### src/design/vzc_pkg.sv
// Shared types and constants for the varint / zigzag codec.
package vzc_pkg;

    // Item codes: the action of an input item and the kind of a result share one encoding.
    localparam logic K_ENCODE = 1'b0;
    localparam logic K_DECODE = 1'b1;

    // Base-128 group size and byte limits.
    localparam int unsigned GROUP_W   = 7;
    localparam logic [3:0]  LIM_NARROW = 4'd5;
    localparam logic [3:0]  LIM_WIDE   = 4'd10;
    localparam logic [3:0]  MAX_CONT   = 4'd9;

    // Default depth of the front-to-back queue.
    localparam int unsigned QDEPTH = 2;

    // Classified item as handed from front to back.
    typedef struct packed {
        logic        dec;   // K_DECODE for a decode byte
        logic        wide;
        logic        zz;
        logic [63:0] data;  // mapped value to encode, or the byte to decode
    } t_item;

endpackage

### src/design/vzc_front.sv
// Front end: takes input transfers, applies zigzag and width masking, classifies.
module vzc_front (
    input  logic           i_clk,
    input  logic           i_rst_n,
    input  logic           i_valid,
    output logic           o_ready,
    input  logic           i_action,
    input  logic           i_wide,
    input  logic           i_signed_zigzag,
    input  logic [63:0]    i_value,
    input  logic [7:0]     i_in_byte,
    output logic           o_push,
    input  logic           i_push_ready,
    output vzc_pkg::t_item o_item
);

    logic           r_valid;
    vzc_pkg::t_item r_item;
    vzc_pkg::t_item n_item;
    logic [31:0]    v32;

    assign v32 = i_value[31:0];

    always_comb begin
        n_item.dec  = i_action;
        n_item.wide = i_wide;
        n_item.zz   = i_signed_zigzag;
        if (i_action == vzc_pkg::K_DECODE) begin
            n_item.data = {56'd0, i_in_byte};
        end else if (i_wide) begin
            n_item.data = i_signed_zigzag ? ({i_value[62:0], 1'b0} ^ {64{i_value[63]}})
                                          : i_value;
        end else begin
            n_item.data = i_signed_zigzag ? {32'd0, {v32[30:0], 1'b0} ^ {32{v32[31]}}}
                                          : {32'd0, v32};
        end
    end

    assign o_ready = !r_valid || i_push_ready;
    assign o_push  = r_valid;
    assign o_item  = r_item;

    always_ff @(posedge i_clk) begin
        if (!i_rst_n) begin
            r_valid <= 1'b0;
        end else if (i_valid && o_ready) begin
            r_valid <= 1'b1;
        end else if (i_push_ready) begin
            r_valid <= 1'b0;
        end
        if (i_valid && o_ready) begin
            r_item <= n_item;
        end
    end

endmodule

### src/design/vzc_queue.sv
// Small queue that decouples the front end from the back end.
module vzc_queue #(
    parameter int unsigned DEPTH = vzc_pkg::QDEPTH
) (
    input  logic           i_clk,
    input  logic           i_rst_n,
    input  logic           i_push,
    output logic           o_push_ready,
    input  vzc_pkg::t_item i_item,
    output logic           o_valid,
    input  logic           i_pop,
    output vzc_pkg::t_item o_item
);

    localparam int unsigned PW = (DEPTH > 1) ? $clog2(DEPTH) : 1;
    localparam int unsigned CW = $clog2(DEPTH + 1);

    vzc_pkg::t_item r_mem [DEPTH];
    logic [PW-1:0]  r_wptr;
    logic [PW-1:0]  r_rptr;
    logic [CW-1:0]  r_count;
    logic           do_push;
    logic           do_pop;

    function automatic logic [PW-1:0] ptr_inc(input logic [PW-1:0] p);
        return (p == PW'(DEPTH - 1)) ? '0 : p + 1'b1;
    endfunction

    assign o_push_ready = (r_count != CW'(DEPTH));
    assign o_valid      = (r_count != '0);
    assign o_item       = r_mem[r_rptr];
    assign do_push      = i_push && o_push_ready;
    assign do_pop       = i_pop && o_valid;

    always_ff @(posedge i_clk) begin
        if (!i_rst_n) begin
            r_wptr  <= '0;
            r_rptr  <= '0;
            r_count <= '0;
        end else begin
            if (do_push) begin
                r_wptr <= ptr_inc(r_wptr);
            end
            if (do_pop) begin
                r_rptr <= ptr_inc(r_rptr);
            end
            if (do_push && !do_pop) begin
                r_count <= r_count + 1'b1;
            end else if (do_pop && !do_push) begin
                r_count <= r_count - 1'b1;
            end
        end
        if (do_push) begin
            r_mem[r_wptr] <= i_item;
        end
    end

endmodule

### src/design/vzc_back.sv
// Back end: byte serialiser for encodes, accumulator for decodes, output register.
module vzc_back (
    input  logic           i_clk,
    input  logic           i_rst_n,
    input  logic           i_head_valid,
    input  vzc_pkg::t_item i_head,
    output logic           o_pop,
    output logic           o_valid,
    input  logic           i_ready,
    output logic           o_kind,
    output logic [7:0]     o_out_byte,
    output logic           o_last,
    output logic [63:0]    o_decoded_value
);

    // serialiser
    logic        r_busy;
    logic [63:0] r_sh;
    logic [3:0]  r_n;
    // decoder state
    logic [63:0] r_acc;
    logic [3:0]  r_cnt;
    // output register
    logic        r_ovalid;
    logic        r_kind;
    logic [7:0]  r_out_byte;
    logic        r_last;
    logic [63:0] r_dec;

    logic        n_busy;
    logic [63:0] n_sh;
    logic [3:0]  n_n;
    logic [63:0] n_acc;
    logic [3:0]  n_cnt;
    logic        n_ovalid;
    logic        n_kind;
    logic [7:0]  n_out_byte;
    logic        n_last;
    logic [63:0] n_dec;

    logic        out_adv;
    logic [63:0] cur;
    logic [3:0]  cur_n;
    logic        more;
    logic [3:0]  cnt;
    logic [5:0]  sh_amt;
    logic [63:0] acc;
    logic [3:0]  limit;
    logic        ends;
    logic [31:0] a32;
    logic [31:0] z32;
    logic [63:0] dec_val;

    assign out_adv = !r_ovalid || i_ready;
    assign o_pop   = i_head_valid && !r_busy && out_adv;

    // encode step: current group source is either the held value or a fresh head
    assign cur   = r_busy ? r_sh : i_head.data;
    assign cur_n = r_busy ? r_n : 4'd0;
    assign more  = (cur[63:7] != '0) && (cur_n < vzc_pkg::MAX_CONT);

    // decode step
    assign cnt    = (r_cnt > vzc_pkg::MAX_CONT) ? vzc_pkg::MAX_CONT : r_cnt;
    assign sh_amt = 6'({2'd0, cnt} * 6'd7);
    assign acc    = r_acc | ({57'd0, i_head.data[6:0]} << sh_amt);
    assign limit  = i_head.wide ? vzc_pkg::LIM_WIDE : vzc_pkg::LIM_NARROW;
    assign ends   = !i_head.data[7] || (4'(cnt + 4'd1) >= limit);
    assign a32    = acc[31:0];
    assign z32    = {1'b0, a32[31:1]} ^ {32{a32[0]}};

    always_comb begin
        if (i_head.wide) begin
            dec_val = i_head.zz ? ({1'b0, acc[63:1]} ^ {64{acc[0]}}) : acc;
        end else begin
            dec_val = i_head.zz ? {{32{z32[31]}}, z32} : {32'd0, a32};
        end
    end

    always_comb begin
        n_busy     = r_busy;
        n_sh       = r_sh;
        n_n        = r_n;
        n_acc      = r_acc;
        n_cnt      = r_cnt;
        n_ovalid   = r_ovalid && !i_ready;
        n_kind     = r_kind;
        n_out_byte = r_out_byte;
        n_last     = r_last;
        n_dec      = r_dec;
        if (out_adv) begin
            if (r_busy || (i_head_valid && i_head.dec == vzc_pkg::K_ENCODE)) begin
                n_ovalid   = 1'b1;
                n_kind     = vzc_pkg::K_ENCODE;
                n_out_byte = more ? {1'b1, cur[6:0]} : cur[7:0];
                n_last     = !more;
                n_dec      = '0;
                n_busy     = more;
                n_sh       = {7'd0, cur[63:7]};
                n_n        = cur_n + 4'd1;
            end else if (i_head_valid) begin
                if (ends) begin
                    n_ovalid   = 1'b1;
                    n_kind     = vzc_pkg::K_DECODE;
                    n_out_byte = '0;
                    n_last     = 1'b0;
                    n_dec      = dec_val;
                    n_acc      = '0;
                    n_cnt      = '0;
                end else begin
                    n_acc = acc;
                    n_cnt = cnt + 4'd1;
                end
            end
        end
    end

    always_ff @(posedge i_clk) begin
        if (!i_rst_n) begin
            r_busy   <= 1'b0;
            r_n      <= '0;
            r_acc    <= '0;
            r_cnt    <= '0;
            r_ovalid <= 1'b0;
        end else begin
            r_busy   <= n_busy;
            r_n      <= n_n;
            r_acc    <= n_acc;
            r_cnt    <= n_cnt;
            r_ovalid <= n_ovalid;
        end
        r_sh       <= n_sh;
        r_kind     <= n_kind;
        r_out_byte <= n_out_byte;
        r_last     <= n_last;
        r_dec      <= n_dec;
    end

    assign o_valid         = r_ovalid;
    assign o_kind          = r_kind;
    assign o_out_byte      = r_out_byte;
    assign o_last          = r_last;
    assign o_decoded_value = r_dec;

    a_busy_count: assert property (@(posedge i_clk) disable iff (!i_rst_n)
        r_busy |-> (r_n != 4'd0) && (r_n <= vzc_pkg::MAX_CONT))
        else $error("serialiser byte index out of range");

    a_dec_count: assert property (@(posedge i_clk) disable iff (!i_rst_n)
        r_cnt <= vzc_pkg::MAX_CONT)
        else $error("decode byte count out of range");

    a_cont_last: assert property (@(posedge i_clk) disable iff (!i_rst_n)
        (r_ovalid && r_kind == vzc_pkg::K_ENCODE) |-> (r_out_byte[7] == !r_last))
        else $error("continuation bit disagrees with last flag");

    a_no_pop_busy: assert property (@(posedge i_clk) disable iff (!i_rst_n)
        r_busy |-> !o_pop)
        else $error("queue popped while serialising");

    a_dec_result: assert property (@(posedge i_clk) disable iff (!i_rst_n)
        (r_ovalid && r_kind == vzc_pkg::K_DECODE) |-> (r_out_byte == 8'd0) && !r_last)
        else $error("decode result carries encode fields");

endmodule

### src/design/varint_zigzag_codec.sv
// Top level of the base-128 varint codec with optional zigzag mapping.
// Varint codec, 32- or 64-bit, seven bits per byte, lowest group first, bit 7 set on every
// byte but the last. An encode transfer (i_action = 0) yields 1..5 (narrow) or 1..10 (wide)
// byte results, the final one with o_last high. A decode transfer (i_action = 1) hands in
// one byte; a value result appears only on the byte with bit 7 clear or on the 5th / 10th
// byte, and excess high bits are dropped. Width and zigzag of a decoded value come from the
// byte that completes it. Encodes do not disturb a decode in progress.
// Timing: the front end takes one transfer per cycle while the queue has room. The back
// end's byte serialiser emits one byte per cycle while i_ready does not hold the output,
// and it takes no new item from the queue until an encode's last byte is out. With an idle
// output, the first result is held in the front register, then the queue, then the output
// register, which drives o_valid. The output register lets new input be taken while a
// result waits for i_ready.
module varint_zigzag_codec #(
    parameter int unsigned QUEUE_DEPTH = vzc_pkg::QDEPTH
) (
    input  logic        i_clk,
    input  logic        i_rst_n,
    input  logic        i_valid,
    output logic        o_ready,
    input  logic        i_action,
    input  logic        i_wide,
    input  logic        i_signed_zigzag,
    input  logic [63:0] i_value,
    input  logic [7:0]  i_in_byte,
    output logic        o_valid,
    input  logic        i_ready,
    output logic        o_kind,
    output logic [7:0]  o_out_byte,
    output logic        o_last,
    output logic [63:0] o_decoded_value
);

    logic           push;
    logic           push_ready;
    vzc_pkg::t_item front_item;
    logic           head_valid;
    logic           pop;
    vzc_pkg::t_item head_item;

    // front: register the transfer, zigzag-map encodes, mask narrow values
    vzc_front u_front (
        .i_clk           (i_clk),
        .i_rst_n         (i_rst_n),
        .i_valid         (i_valid),
        .o_ready         (o_ready),
        .i_action        (i_action),
        .i_wide          (i_wide),
        .i_signed_zigzag (i_signed_zigzag),
        .i_value         (i_value),
        .i_in_byte       (i_in_byte),
        .o_push          (push),
        .i_push_ready    (push_ready),
        .o_item          (front_item)
    );

    // queue: lets the front keep accepting while the serialiser runs
    vzc_queue #(
        .DEPTH (QUEUE_DEPTH)
    ) u_queue (
        .i_clk        (i_clk),
        .i_rst_n      (i_rst_n),
        .i_push       (push),
        .o_push_ready (push_ready),
        .i_item       (front_item),
        .o_valid      (head_valid),
        .i_pop        (pop),
        .o_item       (head_item)
    );

    // back: byte serialiser and decode accumulator, registered output
    vzc_back u_back (
        .i_clk           (i_clk),
        .i_rst_n         (i_rst_n),
        .i_head_valid    (head_valid),
        .i_head          (head_item),
        .o_pop           (pop),
        .o_valid         (o_valid),
        .i_ready         (i_ready),
        .o_kind          (o_kind),
        .o_out_byte      (o_out_byte),
        .o_last          (o_last),
        .o_decoded_value (o_decoded_value)
    );

endmodule
### config.mk
export PLATFORM = sky130hd
export DESIGN_NAME = varint_zigzag_codec
export DESIGN_NICKNAME = d
export VERILOG_FILES = /design/src/design/vzc_pkg.sv /design/src/design/vzc_front.sv /design/src/design/vzc_queue.sv /design/src/design/vzc_back.sv /design/src/design/varint_zigzag_codec.sv
export SDC_FILE = /design/constraint.sdc
export NUM_CORES = 1
export LEC_CHECK = 0
export BUFFER_PORTS_ARGS = -buffer_cell sky130_fd_sc_hd__clkbuf_2
export CAP_MARGIN = 30
export CORE_MARGIN = 3
export CORE_UTILIZATION = 60
export DETAILED_ROUTE_END_ITERATION = 10
export PLACE_DENSITY = 0.8
export SYNTH_ARGS = -nofsm -noshare
export SYNTH_HDL_FRONTEND = slang
export SYNTH_SLANG_ARGS = --single-unit
### constraint.sdc
create_clock -name i_clk -period 9.5 [get_ports i_clk]
set_input_delay 1.9 -clock i_clk [delete_from_list [all_inputs] [get_ports i_clk]]
set_output_delay 1.9 -clock i_clk [all_outputs]
set_load 0.005 [all_outputs]
==> qor.txt, run 1 <==
Critical Path AT: 5820 ps
# IOs: 155
Cell accounting for the most synthesized area: edfxtp_1
Crit-path slowest cell: fa_1
Final instance area: 0.0212 sq mm
Comb power frac: 29.8%
GRT overflow: 0
Fmax: 183 MHz
Worst slew margin: 25.2%
Worst clock skew: 16.1 ps
Max incr delay on CP: 1030 ps
Starting DRC count in detailed routing: 1500
Critical path's top delay family: adder cells
Area grow syn2layout: 12.3%
TritonCTS clock tree: done
Setup bufs post-CTS: 0
Run status: finished clean
Clock-pin slew on the worst setup and hold paths: 60 ps
Number of routed nets with antenna violations: 0
Main area contributors after synthesis: edfxtp_1, dfxtp_1, mux2i_1, a21oi_1, xnor2_1
PD cells: 282 mW/mm^2
Die X: 183 um
Setup ws final: 4020 ps
Syn Area/Cell: 12.0 sq um
RSZ-0062 raised after global routing: no
# diodes: 0
First-pass GRT wire length: 68.6 mm
Average wire per standard cell: 20.8 um
Crit path depth: 16
Crit share post-route: 57.6%
# port buffers: 154
Kind of critical path: register to register
Initial antenna violation count: 0
Core area: 0.0308 sq mm
Peak supply drop: 0.186 mV
Hold Crit Class: register to register
Clock Power Share: 25.0%
CP max FO: 18
CTS buffer count: 42
Startpoint Class: register
Via count: 13400
Number of flops mapped to enable cells by yosys: 332
Yosys warning count: 0
Worst r2r path cells: 16
Overall routing resource usage: 25.7%
Setup_tns: 0 ps
Row count: 64
# resized after CTS: 0
CP endpoint kind: register
Post-synthesis cell area: 0.0189 sq mm
Worst skew pair latency: 540 ps
DRC viols: 0
Max clock buf depth: 3
Most used cell, CP: inv_1
Post-Route WL: 44.1 mm
Final count of pins violating max slew: 0
Fin nets: 1783
Clk root buf: clkbuf_16
Min Clock Period, post-route: 5480 ps
Pre-CTS WS: 4130 ps
H-tree depth: 2
Syn_nets: 1671
Post-synthesis register bit count: 412
Layout cell share with drive strength beyond 1: 16.5%
Worst Tran Pin Value: 1110 ps
Vias in the first global route: 12700
NetSw: 2.02 mW
Vias per std cell: 6.31
Cell count after synthesis: 1577
Hold path depth: 0
TritonCTS sink count: 412
Most frequent cell after synthesis: edfxtp_1
Critical-path cell list: o21ai_4 > nand2_4 > inv_1 > fa_1 > inv_1 > ha_1 > inv_1 > fa_1 > inv_1 > nor2_1 > o21a_1 > a21oi_1 > buf_4 > nor3_2 > mux2i_1 > o21ai_0
Post-synthesis sequential area ratio: 61.3%
Placed cell area: 0.0200 sq mm
GP Congestion: 0.882
Largest net degree at the start of global routing: 85
Final setup viols: 0
Top cells by count, synth: edfxtp_1, a21oi_1, nor2_1
Crit path buffers/inverters: 5
Reg power frac: 45.2%
Switch share: 33.8%
Primary FF master, synth: edfxtp_1
DIE HEIGHT: 183 um
Inst Count DP: 2041
Initial Utilization: 61.2%
Unique cell type count in the Yosys netlist: 81
Detailed Place HPWL: 29.8 mm
Die ar.: 0.0336 sq mm
Leak: 7.55 nW
Final Instance Count excl. Fillers: 2118
# hold bufs at CTS: 0
Filler cells: 2207
Internal: 3.96 mW
Yosys top cell area share: 52.8%
Worst Path Required: 9840 ps
Hold Fails Final Rpt: 0
Final hold slack: 428 ps
FFs w/ async S/R, synth: 0%
Max-Cap Viols: 0
First-pass DRT Iterations: 6
[path summary, 6_finish.rpt]
path / start / to / slack (ps)
min reg2reg: u_front.o_item[57] / u_queue.r_mem[1][57] / 430
min: u_front.o_item[57] / u_queue.r_mem[1][57] / 430
max reg2reg: u_back.r_cnt[3] / u_back.o_decoded_value[13] / 4020
max: u_back.r_cnt[3] / u_back.o_decoded_value[13] / 4020
[cells in the final DEF, fill, tap and decap left out, drive strengths merged, types with 4 or more instances in the layout]
cell and n:
edfxtp 332, clkbuf 211, a21oi 141, mux2i 130
nor2 129, nand2 110, o21ai 109, dfxtp 80
xnor2 73, nor3 52, a211oi 46, inv 30
buf 24, nor4 22, clkinv 17, a31oi 16
nand3 15, nand2b 12, a21o 12, ha 12
o211ai 10, nor3b 9, a22oi 9, mux2 8
nand4 8, a211o 7, a221o 6, o31ai 6
and2 6, xor2 5, a31o 5, a2bb2oi 5
or2 5, mux4 4, o22ai 4
[sequential cells by signal, summed over array words and instances, names as in the netlist, named ones only]
register	flops
u_back.o_kind	1
u_back.o_out_byte	8
u_queue.r_count	2
u_front.o_item	67
u_queue.r_rptr	1
u_queue.r_wptr	1
u_back.o_decoded_value	64
u_back.r_n	4
u_back.r_sh	57
u_back.o_valid	1
u_back.r_acc	64
u_back.o_last	1
u_back.r_cnt	4
u_queue.r_mem	134
u_front.o_push	1
u_back.r_busy	1
[kinds of logic (layout without fill, tap and decap cells)]
group	Yosys count	after routing	share of synthesized area (%)
AND/OR/NAND/NOR	382	382	9.41
XOR/XNOR	78	78	3.62
multiplexers	142	142	8.00
AO/OA/AOI/OAI	411	411	13.6
flip-flops	412	412	61.3
adder cells (fa/ha/maj)	15	15	1.11
buffers and inverters	137	282	2.98
[power by group through the flow]
| stage | clock (mW) | combinational (mW) | sequential [mW] |
|---|---|---|---|
| after floorplan | 0 | 1.15 | 2.72 |
| after global placement | 0 | 1.70 | 2.72 |
| after detailed placement | 0 | 1.76 | 2.74 |
| after CTS | 1.52 | 1.77 | 2.70 |
| after global routing | 1.59 | 1.92 | 2.74 |
| final | 1.50 | 1.78 | 2.71 |
[metal layers]
| metal | track usage [%] | part of all wire [%] |
|---|---|---|
| met5 | 0 | 0 |
| met3 | 5.59 | 8.8 |
| met2 | 41.6 | 47 |
| met1 | 35.2 | 41 |
| met4 | 8.32 | 3.1 |
[stage by stage]
| stage | utilization, % | total power, mW |
|---|---|---|
| 5_1_grt | 68.7 | 6.26 |
| 3_3_place_gp | 64.5 | 4.42 |
| 3_5_place_dp | 64.7 | 4.50 |
| 6_report | 68.7 | 5.99 |
| 2_1_floorplan | - | 3.87 |
| 4_1_cts | 68.7 | 5.99 |
[final cells by class]
class                   count  area (sq um)  share of cell area (%)
flip-flops and latches    412         11600                    54.6
multi-input cells        1028          6810                    32.1
clock buffers              58          1130                    5.34
repair buffers            177           973                    4.59
well taps                 396           495                    2.34
clock inverters            19           106                   0.502
inverters                  28           105                   0.496
[worst register-to-register path: cells and delay by family (launching register included)]
kind                       cells  cell delay, ps
buffers and inverters          5             910
DFF                            1             560
AOI/OAI and AO/OA              4             770
adders and majority gates      3            1630
muxes                          1             200
and+or+nand+nor                3            1230
(Power assumes the default switching activity.)
==> run 2, diff against run 1 <==
CORE_UTILIZATION = 54   (was 60)
PLACE_DENSITY = 0.76   (was 0.8)
clock period = 4.89 ns   (was 9.5 ns; I/O delays follow)
==> qor.txt, run 2 (synthesis gave the netlist of run 1 again) <==
Run status: finished clean (unchanged)
First-pass GRT wire length: 72.1 mm (was 68.6 mm)
Area grow syn2layout: 14.7% (was 12.3%)
# port buffers: 154 (unchanged)
Fin util: 63.7% (was 68.7%)
Worst r2r path cells: 16 (unchanged)
Clk root buf: clkbuf_16 (unchanged)
GRT overflow: 0 (unchanged)
Initial antenna violation count: 0 (unchanged)
Detailed Place HPWL: 32.1 mm (was 29.8 mm)
Final instance area: 0.0216 sq mm (was 0.0212 sq mm)
Average wire per standard cell: 21.2 um (was 20.8 um)
Worst clock skew: 12.1 ps (was 16.1 ps)
RSZ-0062 raised after global routing: no (unchanged)
Inst Count DP: 2122 (was 2041)
Starting DRC count in detailed routing: 1207 (was 1500)
Crit share post-route: 96.0% (was 57.6%)
Crit-path slowest cell: nor3_2 (was fa_1)
DIE HEIGHT: 193 um (was 183 um)
Initial Utilization: 55.6% (was 61.2%)
Worst Path Required: 5250 ps (was 9840 ps)
Min Clock Period, post-route: 4690 ps (was 5480 ps)
Final setup viols: 0 (unchanged)
DR WL met2: 21.6 mm (was 20.6 mm)
Max incr delay on CP: 860 ps (was 1030 ps)
Critical-path cell list: o21ai_4 > nand2_4 > inv_1 > fa_1 > inv_1 > ha_1 > inv_1 > fa_1 > xnor2_1 > nor2_1 > o21a_1 > a21oi_1 > buf_4 > nor3_2 > o21ai_0 > o211ai_1 (was o21ai_4 > nand2_4 > inv_1 > fa_1 > inv_1 > ha_1 > inv_1 > fa_1 > inv_1 > nor2_1 > o21a_1 > a21oi_1 > buf_4 > nor3_2 > mux2i_1 > o21ai_0)
Core area: 0.0340 sq mm (was 0.0308 sq mm)
Peak supply drop: 0.374 mV (was 0.186 mV)
Vias in the first global route: 13100 (was 12700)
Power, Total: 12.1 mW (was 5.99 mW)
Vias per std cell: 6.14 (was 6.31)
Kind of critical path: register to register (unchanged)
Via count: 13500 (was 13400)
Max-Cap Viols: 0 (unchanged)
# hold bufs at CTS: 0 (unchanged)
Layout cell share with drive strength beyond 1: 18.2% (was 16.5%)
# resized after CTS: 0 (unchanged)
Final count of pins violating max slew: 0 (unchanged)
FF-to-FF Start: u_back.r_cnt[3] (unchanged)
Row count: 67 (was 64)
Fin nets: 1813 (was 1783)
Commonest non-fill, non-tap cell in the layout: edfxtp_1 (unchanged)
Crit path launch: u_back.r_cnt[3] (unchanged)
DRC viols: 0 (unchanged)
Post-Route WL: 46.6 mm (was 44.1 mm)
Number of routed nets with antenna violations: 0 (unchanged)
CP endpoint kind: register (unchanged)
Die X: 193 um (was 183 um)
First-pass DRT Iterations: 6 (unchanged)
Highest metal layer with signal wires: met4 (unchanged)
Worst skew pair latency: 530 ps (was 540 ps)
Met1 WL: 19.4 mm (was 18.3 mm)
Placed cell area: 0.0202 sq mm (was 0.0200 sq mm)
TritonCTS sink count: 412 (unchanged)
Leak: 7.78 nW (was 7.55 nW)
Largest net degree at the start of global routing: 68 (was 85)
Setup bufs post-CTS: 0 (unchanged)
Worst slew margin: 28.4% (was 25.2%)
H-tree depth: 2 (unchanged)
Pre-CTS WS: 318 ps (was 4130 ps)
Final hold slack: 443 ps (was 428 ps)
Worst Tran Pin Value: 1070 ps (was 1110 ps)
# IOs: 155 (unchanged)
Final Instance Count excl. Fillers: 2201 (was 2118)
Critical Path AT: 5060 ps (was 5820 ps)
Overall routing resource usage: 24.8% (was 25.7%)
# diodes: 0 (unchanged)
PD cells: 561 mW/mm^2 (was 282 mW/mm^2)
Max FFs per register: 134 (unchanged)
Hold_sp: u_front.o_item[42] (was u_front.o_item[57])
Critical path's top delay family: simple AND/OR/NAND/NOR gates (was adder cells)
Hold Fails Final Rpt: 0 (unchanged)
Hold Crit Class: register to register (unchanged)
CP max FO: 17 (was 18)
Setup_tns: 0 ps (unchanged)
Most frequent cells in the layout: edfxtp_1, clkbuf_2, a21oi_1 (unchanged)
Crit path buffers/inverters: 4 (was 5)
GP Congestion: 0.915 (was 0.882)
WL met3: 3.96 mm (was 3.89 mm)
Fmax: 213 MHz (was 183 MHz)
Hold path depth: 0 (unchanged)
Clock-pin slew on the worst setup and hold paths: 60 ps (about the same)
TritonCTS clock tree: done (unchanged)
Max clock buf depth: 3 (unchanged)
Setup ws final: 195 ps (was 4020 ps)
Startpoint Class: register (unchanged)
Crit path depth: 16 (unchanged)
Most used cell, CP: inv_1 (unchanged)
CTS buffer count: 42 (unchanged)
Die ar.: 0.0372 sq mm (was 0.0336 sq mm)
Largest Register: u_queue.r_mem (unchanged)
==> run 2: worst paths after layout <==
path                                endpoint  slack, ps
setup / recovery  u_back.o_decoded_value[31]        200
hold / removal          u_queue.r_mem[1][42]        440
setup reg to reg  u_back.o_decoded_value[31]        200
hold reg to reg         u_queue.r_mem[1][42]        440
==> run 2: metal layers <==
layer  global-route usage (%)  up-vias
li1                         -     6218
met3                     4.77      109
met1                     34.1     6524
met2                     39.9      660
met5                        0        -
met4                     8.76        0
==> run 2: layout make-up <==
class / instances / area, sq um
flip-flops and latches: 412 / 11600
inverters: 28 / 105
repair buffers: 207 / 1210
clock inverters: 23 / 225
multi-input cells: 1028 / 6810
well taps: 448 / 561
clock buffers: 55 / 1160
fillers: 2599 / 12300
==> run 2: where the power goes <==
part	internal, mW	switching [mW]
logic	1.25	2.47
registers	4.92	0.291
clock network	1.90	1.31
total	8.07	4.07
==> run 3, diff against run 2 <==
CORE_ASPECT_RATIO = 0.7   (was default)
==> qor.txt, run 3 (synthesis gave the netlist of run 1 again) <==
Die X: 229 um (was 193 um)
Comb power frac: 31.1% (was 30.6%)
Setup bufs post-CTS: 0 (unchanged)
Number of routed nets with antenna violations: 0 (unchanged)
PD cells: 556 mW/mm^2 (was 561 mW/mm^2)
TritonCTS sink count: 412 (unchanged)
FF-to-FF Start: u_back.r_cnt[3] (unchanged)
Worst Path Required: 5160 ps (was 5250 ps)
Switch share: 33.8% (was 33.5%)
Max-Cap Viols: 0 (unchanged)
Row count: 56 (was 67)
Largest Register: u_queue.r_mem (unchanged)
H-tree depth: 2 (unchanged)
Average wire per standard cell: 21.8 um (was 21.2 um)
# port buffers: 154 (unchanged)
Internal: 7.96 mW (was 8.07 mW)
Final hold slack: 440 ps (was 443 ps)
Max incr delay on CP: 680 ps (was 860 ps)
Most used cell, CP: inv_1 (unchanged)
Initial Utilization: 55.5% (was 55.6%)
Detailed Place HPWL: 33.8 mm (was 32.1 mm)
Hold_sp: u_front.o_item[54] (was u_front.o_item[42])
Placed cell area: 0.0203 sq mm (was 0.0202 sq mm)
Min Clock Period, post-route: 4620 ps (was 4690 ps)
Core area: 0.0340 sq mm (about the same)
Final instance area: 0.0216 sq mm (about the same)
Fmax: 216 MHz (was 213 MHz)
Worst skew pair latency: 540 ps (was 530 ps)
Crit share post-route: 94.6% (was 96.0%)
CP max FO: 10 (was 17)
Starting DRC count in detailed routing: 1960 (was 1207)
Setup_tns: 0 ps (unchanged)
# diodes: 0 (unchanged)
Critical Path AT: 4890 ps (was 5060 ps)
# hold bufs at CTS: 0 (unchanged)
Final setup viols: 0 (unchanged)
Clk root buf: clkbuf_16 (unchanged)
Largest net degree at the start of global routing: 73 (was 68)
# IOs: 155 (unchanged)
Leak: 7.75 nW (was 7.78 nW)
Via count: 13500 (about the same)
Final count of pins violating max slew: 0 (unchanged)
TritonCTS clock tree: done (unchanged)
Vias per std cell: 6.12 (was 6.14)
Reg power frac: 43.2% (was 43.0%)
Worst Tran Pin Value: 1010 ps (was 1070 ps)
Vias in the first global route: 12600 (was 13100)
# resized after CTS: 0 (unchanged)
Fin nets: 1809 (was 1813)
Critical-path cell list: o21ai_4 > nand2_4 > inv_1 > fa_1 > inv_1 > ha_1 > inv_1 > fa_1 > xnor2_1 > nand2_1 > a2111oi_1 > buf_4 > or3_1 > mux2i_1 > a31oi_1 (was o21ai_4 > nand2_4 > inv_1 > fa_1 > inv_1 > ha_1 > inv_1 > fa_1 > xnor2_1 > nor2_1 > o21a_1 > a21oi_1 > buf_4 > nor3_2 > o21ai_0 > o211ai_1)
First-pass GRT wire length: 74.4 mm (was 72.1 mm)
Die ar.: 0.0373 sq mm (was 0.0372 sq mm)
Crit path launch: u_back.r_cnt[3] (unchanged)
Area grow syn2layout: 14.6% (was 14.7%)
Kind of critical path: register to register (unchanged)
First-pass DRT Iterations: 8 (was 6)
Worst clock skew: 25.3 ps (was 12.1 ps)
CTS buffer count: 40 (was 42)
Inst Count DP: 2137 (was 2122)
Max FFs per register: 134 (unchanged)
Hold Fails Final Rpt: 0 (unchanged)
Initial antenna violation count: 0 (unchanged)
Layout cell share with drive strength beyond 1: 18.2% (about the same)
CP endpoint kind: register (unchanged)
DRC viols: 0 (unchanged)
DIE HEIGHT: 162 um (was 193 um)
Hold Crit Class: register to register (unchanged)
Worst slew margin: 32.2% (was 28.4%)
Crit-path slowest cell: a2111oi_1 (was nor3_2)
Most frequent cells in the layout: edfxtp_1, clkbuf_2, a21oi_1 (unchanged)
Final Instance Count excl. Fillers: 2210 (was 2201)
RSZ-0062 raised after global routing: no (unchanged)
GRT overflow: 0 (unchanged)
Worst reg2reg setup slack: 270 ps (was 200 ps)
Post-Route WL: 48.3 mm (was 46.6 mm)
Peak supply drop: 0.426 mV (was 0.374 mV)
Run status: finished clean (unchanged)
GP Congestion: 0.941 (was 0.915)
Max clock buf depth: 3 (unchanged)
Clock Power Share: 25.7% (was 26.4%)
Commonest non-fill, non-tap cell in the layout: edfxtp_1 (unchanged)
Overall routing resource usage: 25.7% (was 24.8%)
Startpoint Class: register (unchanged)
NetSw: 4.06 mW (was 4.07 mW)
Clock-pin slew on the worst setup and hold paths: 70 ps (was 60 ps)
[run 3: cell types whose count changed in the layout (fill, tap and decap cells not counted), moves of 2 or more]
cell	delta
buf_12	+3
buf_4	-5
clkbuf_16	-4
clkinv_1	-2
[run 3: worst paths after layout]
check                          endpoint  cells after the start
max          u_back.o_decoded_value[52]                     15
min                u_queue.r_mem[0][54]                      0
max reg2reg  u_back.o_decoded_value[52]                     15
min reg2reg        u_queue.r_mem[0][54]                      0
[run 3: layout make-up]
| cell class | count | area (sq um) |
|---|---|---|
| Clock buffer | 49 | 1040 |
| Clock inverter | 24 | 258 |
| Fill cell | 2587 | 12400 |
| Inverter | 28 | 105 |
| Multi-Input combinational cell | 1028 | 6820 |
| Sequential cell | 412 | 11600 |
| Tap cell | 464 | 581 |
| Timing Repair Buffer | 205 | 1240 |
[run 3: power by group through the flow]
stage | Combinational, mW | Clock, mW | Sequential (mW)
3_3_place_gp | 3.58 | 0 | 5.25
6_report | 3.74 | 3.09 | 5.20
4_1_cts | 3.68 | 3.13 | 5.20
5_1_grt | 4.04 | 3.26 | 5.27
3_5_place_dp | 3.66 | 0 | 5.26
2_1_floorplan | 2.25 | 0 | 5.24
[run 3: per-stage QoR]
stage	total power, mW	setup WS (ps)	util, %
2_1_floorplan	7.49	486	-
4_1_cts	12.0	337	63.6
6_report	12.0	265	63.6
3_5_place_dp	8.93	352	59.8
3_3_place_gp	8.83	289	59.6
5_1_grt	12.6	4.20	63.6
[run 3: critical path, delay by kind of cell (launching register included)]
family / cells / cell delay [ps]
AO/OA/AOI/OAI: 3 / 1000
AND/OR/NAND/NOR: 3 / 620
flip-flops: 1 / 580
buffers and inverters: 4 / 470
multiplexers: 1 / 260
XOR/XNOR: 1 / 360
adder cells (fa/ha/maj): 3 / 1080
[run 3: metal layers]
layer / up-vias / wire, um / GRT usage [%]
li1: 6175 / - / -
met3: 71 / 6000 / 6.92
met4: 2 / 791 / 5.53
met1: 6491 / 22100 / 41.5
met5: - / 101 / 1.95
met2: 784 / 19300 / 34.1
